==> config.mk <==
export PLATFORM = sky130hd
export DESIGN_NAME = adjacent_pair_lcm_stream
export DESIGN_NICKNAME = d
export VERILOG_FILES = /design/src/rtl/core/apls_pkg.sv /design/src/rtl/core/apls_ctrl.sv /design/src/rtl/core/apls_dp.sv /design/src/rtl/core/adjacent_pair_lcm_stream.sv
export VERILOG_INCLUDE_DIRS = /design/src /design/src/rtl/core
export SDC_FILE = /design/constraint.sdc
export NUM_CORES = 2
export LEC_CHECK = 0
export BUFFER_PORTS_ARGS = -buffer_cell sky130_fd_sc_hd__buf_2
export CORE_ASPECT_RATIO = 1.1
export CORE_MARGIN = 3
export CORE_UTILIZATION = 49
export DETAILED_ROUTE_END_ITERATION = 10
export PLACE_DENSITY = 0.67
export SLEW_MARGIN = 20
export SYNTH_ARGS = -nofsm -noshare
export SYNTH_HDL_FRONTEND = slang
export SYNTH_SLANG_ARGS = --single-unit
==> constraint.sdc <==
create_clock -name clk -period 7.3 [get_ports clk]
set_input_delay 0.73 -clock clk [delete_from_list [all_inputs] [get_ports clk]]
set_output_delay 0.73 -clock clk [all_outputs]
set_load 0.01 [all_outputs]
==> src/rtl/core/assert_macros.svh <==
// ---------------------------------------------------------------------------
// Assertion macros
// Shared concurrent assertion wrappers for the block's RTL modules.
// ---------------------------------------------------------------------------
`ifndef ASSERT_MACROS_SVH
`define ASSERT_MACROS_SVH
`ifndef NO_ASSERTIONS
`define ASSERT_RST(lbl, clk, rst_n, prop, msg) \
	lbl: assert property (@(posedge clk) disable iff (!rst_n) prop) else $error(msg);
`define ASSERT_CLK(lbl, clk, prop, msg) \
	lbl: assert property (@(posedge clk) prop) else $error(msg);
`else
`define ASSERT_RST(lbl, clk, rst_n, prop, msg)
`define ASSERT_CLK(lbl, clk, prop, msg)
`endif
`endif

==> src/rtl/core/apls_pkg.sv <==
// ---------------------------------------------------------------------------
// apls_pkg
// Widths and controller/datapath interface types of the pair LCM stream.
// ---------------------------------------------------------------------------
package apls_pkg;

	localparam int VALUE_W = 32;
	localparam int IN_W    = 32;
	localparam int LCM_W   = 64;
	localparam int SHIFT_W = $clog2(VALUE_W);

	typedef struct packed {
		logic load;
		logic gcd_step;
		logic div_start;
		logic div_step;
		logic mul;
		logic emit1;
		logic emit2;
	} cmd_t;

	typedef struct packed {
		logic direct;
		logic gcd_done;
		logic div_last;
		logic last;
		logic out_free;
	} status_t;

endpackage

==> src/rtl/core/apls_ctrl.sv <==
// ---------------------------------------------------------------------------
// apls_ctrl
// Sequencer for one item: load, binary GCD, quotient, product, emit results.
// ---------------------------------------------------------------------------
`include "assert_macros.svh"

module apls_ctrl (
	input  logic             clk,
	input  logic             arst_n,
	input  logic             s_tvalid,
	output logic             s_tready,
	input  apls_pkg::status_t sts,
	output apls_pkg::cmd_t   cmd
);

	localparam logic [2:0] ST_IDLE  = 3'd0;
	localparam logic [2:0] ST_GCD   = 3'd1;
	localparam logic [2:0] ST_DIV   = 3'd2;
	localparam logic [2:0] ST_MUL   = 3'd3;
	localparam logic [2:0] ST_EMIT1 = 3'd4;
	localparam logic [2:0] ST_EMIT2 = 3'd5;

	logic [2:0] state_q;
	logic [2:0] state_d;

	assign s_tready = (state_q == ST_IDLE);

	always_comb begin
		state_d = state_q;
		cmd     = '0;
		unique case (state_q)
			ST_IDLE: begin
				if (s_tvalid) begin
					cmd.load = 1'b1;
					state_d  = sts.direct ? ST_EMIT1 : ST_GCD;
				end
			end
			ST_GCD: begin
				if (sts.gcd_done) begin
					cmd.div_start = 1'b1;
					state_d       = ST_DIV;
				end else begin
					cmd.gcd_step = 1'b1;
				end
			end
			ST_DIV: begin
				cmd.div_step = 1'b1;
				if (sts.div_last) begin
					state_d = ST_MUL;
				end
			end
			ST_MUL: begin
				cmd.mul = 1'b1;
				state_d = ST_EMIT1;
			end
			ST_EMIT1: begin
				if (sts.out_free) begin
					cmd.emit1 = 1'b1;
					state_d   = sts.last ? ST_EMIT2 : ST_IDLE;
				end
			end
			ST_EMIT2: begin
				if (sts.out_free) begin
					cmd.emit2 = 1'b1;
					state_d   = ST_IDLE;
				end
			end
			default: begin
				state_d = ST_IDLE;
			end
		endcase
	end

	always_ff @(posedge clk or negedge arst_n) begin
		if (!arst_n) begin
			state_q <= ST_IDLE;
		end else begin
			state_q <= state_d;
		end
	end

	`ASSERT_RST(a_gcd_exit, clk, arst_n,
		(state_q == ST_GCD) |=> (state_q == ST_GCD || state_q == ST_DIV),
		"GCD phase left to an unexpected state")
	`ASSERT_RST(a_emit_free, clk, arst_n,
		(cmd.emit1 || cmd.emit2) |-> sts.out_free,
		"Result issued while the output register is occupied")

endmodule

==> src/rtl/core/apls_dp.sv <==
// ---------------------------------------------------------------------------
// apls_dp
// Datapath: previous value, binary GCD, restoring divider, multiplier and
// the output register.
// ---------------------------------------------------------------------------
`include "assert_macros.svh"

module apls_dp (
	input  logic                        clk,
	input  logic                        arst_n,
	input  logic [apls_pkg::IN_W-1:0]   in_value,
	input  logic                        in_first,
	input  logic                        in_last,
	input  apls_pkg::cmd_t              cmd,
	output apls_pkg::status_t           sts,
	output logic                        m_tvalid,
	input  logic                        m_tready,
	output logic [apls_pkg::LCM_W-1:0]  m_tdata,
	output logic                        m_tlast,
	output logic [0:0]                  m_tuser
);

	localparam int VW = apls_pkg::VALUE_W;
	localparam int SW = apls_pkg::SHIFT_W;
	localparam int LW = apls_pkg::LCM_W;

	logic [VW-1:0] prev_q;
	logic [VW-1:0] x_q;
	logic [VW-1:0] cur_q;
	logic          last_q;
	logic [VW-1:0] a_q;
	logic [VW-1:0] b_q;
	logic [SW-1:0] k_q;
	logic [VW-1:0] d_q;
	logic [VW-1:0] n_q;
	logic [VW-1:0] r_q;
	logic [SW-1:0] cnt_q;
	logic [LW-1:0] term_q;
	logic          m_tvalid_q;
	logic [LW-1:0] m_tdata_q;
	logic          m_tlast_q;
	logic          m_seq_q;

	logic [VW-1:0] cur_in;
	logic [VW:0]   rem_sh;
	logic          rem_ge;
	logic [LW-1:0] prod;
	logic          out_free;

	assign cur_in   = in_value[VW-1:0];
	assign rem_sh   = {r_q, n_q[VW-1]};
	assign rem_ge   = (rem_sh >= {1'b0, d_q});
	assign prod     = LW'(n_q) * LW'(cur_q);
	assign out_free = !m_tvalid_q || m_tready;

	assign sts.direct   = in_first || (prev_q == '0) || (cur_in == '0);
	assign sts.gcd_done = (a_q == b_q);
	assign sts.div_last = (cnt_q == SW'(VW - 1));
	assign sts.last     = last_q;
	assign sts.out_free = out_free;

	always_ff @(posedge clk or negedge arst_n) begin
		if (!arst_n) begin
			prev_q <= '0;
		end else if (cmd.load) begin
			prev_q <= cur_in;
		end
	end

	always_ff @(posedge clk) begin
		if (cmd.load) begin
			x_q    <= prev_q;
			cur_q  <= cur_in;
			last_q <= in_last;
			a_q    <= prev_q;
			b_q    <= cur_in;
			k_q    <= '0;
			term_q <= in_first ? LW'(cur_in) : '0;
		end else if (cmd.gcd_step) begin
			if (!a_q[0] && !b_q[0]) begin
				a_q <= a_q >> 1;
				b_q <= b_q >> 1;
				k_q <= k_q + SW'(1);
			end else if (!a_q[0]) begin
				a_q <= a_q >> 1;
			end else if (!b_q[0]) begin
				b_q <= b_q >> 1;
			end else if (a_q > b_q) begin
				a_q <= (a_q - b_q) >> 1;
			end else begin
				b_q <= (b_q - a_q) >> 1;
			end
		end else if (cmd.mul) begin
			term_q <= prod;
		end
	end

	always_ff @(posedge clk) begin
		if (cmd.div_start) begin
			d_q   <= a_q << k_q;
			n_q   <= x_q;
			r_q   <= '0;
			cnt_q <= '0;
		end else if (cmd.div_step) begin
			r_q   <= rem_ge ? VW'(rem_sh - {1'b0, d_q}) : rem_sh[VW-1:0];
			n_q   <= {n_q[VW-2:0], rem_ge};
			cnt_q <= cnt_q + SW'(1);
		end
	end

	always_ff @(posedge clk or negedge arst_n) begin
		if (!arst_n) begin
			m_tvalid_q <= 1'b0;
		end else if (cmd.emit1 || cmd.emit2) begin
			m_tvalid_q <= 1'b1;
		end else if (m_tready) begin
			m_tvalid_q <= 1'b0;
		end
	end

	always_ff @(posedge clk) begin
		if (cmd.emit1) begin
			m_tdata_q <= term_q;
			m_tlast_q <= !last_q;
			m_seq_q   <= 1'b0;
		end else if (cmd.emit2) begin
			m_tdata_q <= LW'(cur_q);
			m_tlast_q <= 1'b1;
			m_seq_q   <= 1'b1;
		end
	end

	assign m_tvalid   = m_tvalid_q;
	assign m_tdata    = m_tdata_q;
	assign m_tlast    = m_tlast_q;
	assign m_tuser[0] = m_seq_q;

	`ASSERT_RST(a_gcd_nonzero, clk, arst_n,
		cmd.gcd_step |-> (a_q != '0 && b_q != '0),
		"GCD stepped with a zero operand")
	`ASSERT_RST(a_rem_bound, clk, arst_n,
		cmd.div_step |-> (r_q < d_q),
		"Divider remainder not below divisor")

endmodule

==> src/rtl/core/adjacent_pair_lcm_stream.sv <==
// ---------------------------------------------------------------------------
// adjacent_pair_lcm_stream
// Streams the LCM of each adjacent pair of values, with sequence edges.
// ---------------------------------------------------------------------------
// Channel  Dir  tdata                 tuser            tlast
// s_*      in   value[31:0]           first            last
// m_*      out  lcm_value[63:0]       sequence_end     run_end
//
// An item with a first mark or a zero operand skips the GCD and the divider
// and goes from load straight to issuing its results. Otherwise the binary GCD
// and then the shift-subtract divider run before the product is formed.
// Each item issues one result, and a second one when it has a last mark.
// One item is worked at a time; the next is taken once its results are issued.
// A stalled output holds the result in the output register and the sequencer
// waits. Reset clears the sequencer, the previous value and the output valid.
// ---------------------------------------------------------------------------
module adjacent_pair_lcm_stream (
	input  logic                        clk,
	input  logic                        arst_n,
	input  logic                        s_tvalid,
	output logic                        s_tready,
	input  logic [apls_pkg::IN_W-1:0]   s_tdata,   // value
	input  logic [0:0]                  s_tuser,   // first
	input  logic                        s_tlast,
	output logic                        m_tvalid,
	input  logic                        m_tready,
	output logic [apls_pkg::LCM_W-1:0]  m_tdata,   // lcm_value
	output logic [0:0]                  m_tuser,   // sequence_end
	output logic                        m_tlast
);

	apls_pkg::cmd_t    cmd;
	apls_pkg::status_t sts;

	apls_ctrl u_ctrl (
		.clk      (clk),
		.arst_n   (arst_n),
		.s_tvalid (s_tvalid),
		.s_tready (s_tready),
		.sts      (sts),
		.cmd      (cmd)
	);

	apls_dp u_dp (
		.clk      (clk),
		.arst_n   (arst_n),
		.in_value (s_tdata),
		.in_first (s_tuser[0]),
		.in_last  (s_tlast),
		.cmd      (cmd),
		.sts      (sts),
		.m_tvalid (m_tvalid),
		.m_tready (m_tready),
		.m_tdata  (m_tdata),
		.m_tlast  (m_tlast),
		.m_tuser  (m_tuser)
	);

endmodule
==> metrics.txt <==
Placeable Area=113000 um2; number of flops mapped to enable cells by yosys=322; global-route wire length before repair=between 200000 and 300000 um; data required time of the worst path=about 7.6 ns; first drt pass iteration count=6; crit path max-delay cell type=sky130_fd_sc_hd__fa_1; worst slew margin relative to its limit=between 20 and 25%; via count of the first global-routing pass=about 45k; Cells after Synth=~5.9k; Post-CTS Hold Fix Bufs=0; share of synthesized registers carrying an async set or reset=8.98%; remaining global-route overflow=0; Warnings, synthesis=0; worst-case clock buffer depth=3; number of routed nets with antenna violations=0; sort of element at the end of the critical path=flip-flop; Port Buffer Count=105; Tcrit/Tclk final=104%; count of different cell masters after synthesis=81; largest net degree at the start of global routing=slightly above 90; Worst Setup Path Type=reg -> reg; syn avg cell area=roughly 9.5 um2; sequential share of the synthesized area=just over 20%; Layout Utilization=56.8%; vias per cell=5.56; number of clock buffers inserted by TritonCTS=45; Least-Margin Pin Slew=1.13 ns; final hold viol count=0; horizontal die dimension=328 um; clock tree root buffer cell=sky130_fd_sc_hd__clkbuf_16; worst endpoint data arrival time=7.89 ns; unrepaired setup endpoints after global routing=true; fin. max-slew vios=0; vias after detailed routing=42.8k; most frequent CP cell=sky130_fd_sc_hd__fa_1; total number of clock tree sinks=401; Filler Cells Inserted=9950; share of Yosys cell area claimed by the top area cell type=32.3%; FMAX=~130 MHz; final setup violation count=25; Die Height=360 um; Max Clock Skew=0.0686 ns; final net count=7460; Top FF cell, synth=sky130_fd_sc_hd__edfxtp_1; Syn Std Cell Area=about 56000 um2; register bit total from synthesis=401; type of the worst min-delay path=in -> async; Clock H-tree levels=2; number of antenna violations at the first check in global routing=9; area leader, netlist=sky130_fd_sc_hd__fa_1; HPWL after detailed placement=around 130000 um; MaxCap Viol Count=0; number of buffer and inverter instances along the worst setup path=6; top post-synthesis cells by area=sky130_fd_sc_hd__fa_1 32%, sky130_fd_sc_hd__edfxtp_1 17%, sky130_fd_sc_hd__ha_1 8.1%, sky130_fd_sc_hd__and2_1 7.4%, sky130_fd_sc_hd__inv_1 6.6%; # IOs=between 100 and 150; time the final worst path needs with I/O delays and setup=7.56 ns; clock tree from TritonCTS=built; global-route usage over all layers=29.1%; startpoint types=flip-flop; maximum cell stage delay along the critical path=0.61 ns; Initial Utilization=about half; maximum fanout encountered on the critical timing path=7; full die area=118000 um2; detailed-route wire length per cell=~22 um; overall routed net length=169000 um; detailed router's first-iteration violation count=3896; total negative slack for setup checks=-3.35 ns; clock latency on the worst-skew pair=approximately 0.65 ns; area added between synthesis and finish=14.9%; CTS clock-pin slew for the worst setup and hold paths=roughly 0.06 ns; detailed-route DRC error count=0; result of the run=complete, but fails checks; Net Count, Synth=7194; share of final-layout standard cells stronger than drive strength 1=between 10% and 20%; global placer's final weighted congestion=0.958; worst path setup slack after routing=-0.259 ns; number of placement rows=129; critical path's top delay family=adder cells; violations in the final reports=setup timing
[final cells by class]
| class | count | area, um2 | area share (%) |
|---|---|---|---|
| tap | 1506 | 1880 | 2.94 |
| antenna | 6 | 15.0 | 0.0234 |
| inverter | 974 | 3670 | 5.72 |
| clock inverter | 27 | 412 | 0.643 |
| clock buffer | 57 | 1200 | 1.88 |
| sequential | 401 | 11400 | 17.9 |
| multi-input combinational | 4173 | 40500 | 63.3 |
| timing repair buffer | 566 | 4920 | 7.68 |
[layer usage]
layer	part of all wire [%]	vias up	track usage, %
met5	0.0035	-	0
met4	3.4	2	9.22
met3	8.8	278	5.52
met1	43	21769	41.5
li1	-	19137	-
met2	45	1662	45.1
[path summary, 6_finish.rpt]
check | startpoint | end | slack (ns) | cells past startpoint
worst max-delay path | u_dp.n_q[14] | u_dp.term_q[43] | -0.26 | 26
worst min-delay path | arst_n | u_dp.prev_q[4] | 0.26 | 1
worst max register to register | u_dp.n_q[14] | u_dp.term_q[43] | -0.26 | 26
worst min register to register | u_dp.cnt_q[4] | u_dp.cnt_q[4] | 0.48 | 2
max in group asynchronous | arst_n | u_dp.prev_q[30] | 6.31 | 1
min in group clk | s_tlast | u_dp.last_q | 0.30 | 1
[synthesized netlist by cell type, drive strengths merged (6+ instances only)]
cell type / count
inv: 974
fa: 899
nand2: 800
and2: 656
ha: 362
edfxtp: 322
clkbuf: 314
nor2: 238
a21oi: 185
o21ai: 160
a21o: 109
xnor2: 89
nand3: 79
xor2: 58
mux2i: 55
dfxtp: 43
nand4: 42
dfrtp: 36
mux2: 36
a221oi: 35
buf: 33
a31oi: 29
o21bai: 29
and3: 28
nor3: 27
nor4: 23
mux4: 19
o21a: 19
a211oi: 17
nor2b: 17
o31ai: 15
nand2b: 14
o211ai: 14
a221o: 10
or2: 10
a22oi: 9
a211o: 8
o22ai: 7
a31o: 6
o32ai: 6
[state kept, by name (all words and copies together) (netlist names)]
register        flops
u_ctrl.state_q      3
u_dp.a_q           32
u_dp.b_q           32
u_dp.cnt_q          5
u_dp.cur_q         32
u_dp.d_q           32
u_dp.k_q            5
u_dp.last_q         1
u_dp.m_tdata       64
u_dp.m_tlast        1
u_dp.m_tuser        1
u_dp.m_tvalid       1
u_dp.n_q           32
u_dp.prev_q        32
u_dp.r_q           32
u_dp.term_q        64
u_dp.x_q           32
[layout by cell type, fill, tap and decap left out, types with 41 or more instances in the layout]
master / instances
sky130_fd_sc_hd__xnor2_1: 81
sky130_fd_sc_hd__nor2_1: 227
sky130_fd_sc_hd__nand3_1: 75
sky130_fd_sc_hd__o21ai_0: 130
sky130_fd_sc_hd__buf_4: 364
sky130_fd_sc_hd__mux2i_1: 55
sky130_fd_sc_hd__dfxtp_1: 41
sky130_fd_sc_hd__ha_1: 336
sky130_fd_sc_hd__a21oi_1: 163
sky130_fd_sc_hd__inv_1: 937
sky130_fd_sc_hd__nand2_1: 797
sky130_fd_sc_hd__nand4_1: 42
sky130_fd_sc_hd__clkbuf_16: 46
sky130_fd_sc_hd__fa_2: 49
sky130_fd_sc_hd__buf_2: 105
sky130_fd_sc_hd__xor2_1: 55
sky130_fd_sc_hd__buf_12: 59
sky130_fd_sc_hd__edfxtp_1: 322
sky130_fd_sc_hd__a21o_1: 109
sky130_fd_sc_hd__and2_1: 628
sky130_fd_sc_hd__fa_1: 850
[stage by stage]
step	hold slack (ns)	std cells	cell area [um2]	worst slack, ns
after floorplan	0.434	5895	55700	-0.0104
after global placement	0.447	7565	60600	-0.514
after detailed placement	0.465	7565	60600	-0.477
after CTS	0.242	7677	63200	-0.268
after global routing	0.278	7708	64000	-0.458
final	0.257	7710	64000	-0.259
[cell families after synthesis]
| logic type | count (synthesis) | synth area share (%) |
|---|---|---|
| buffers and inverters | 1321 | 8.96 |
| flip-flops | 401 | 20.5 |
| multiplexers | 110 | 2.48 |
| XOR/XNOR | 147 | 2.31 |
| AO/OA/AOI/OAI | 700 | 8.20 |
| AND/OR/NAND/NOR | 1955 | 17.1 |
| adder cells (fa/ha/maj) | 1261 | 40.4 |
[what timing repair did]
| action | CTS | global route |
|---|---|---|
| cloned | 2 | 1 |
| endpoints found under the hold margin | 0 | 0 |
| buffers inserted | 27 | 28 |
| gates resized for setup | 145 | 173 |
| pin swaps | 55 | 86 |
| endpoints found under the setup margin | 34 | 39 |
Power is not shown: default switching activity piles up to over one toggle a cycle in this logic, so the estimate is an artifact.
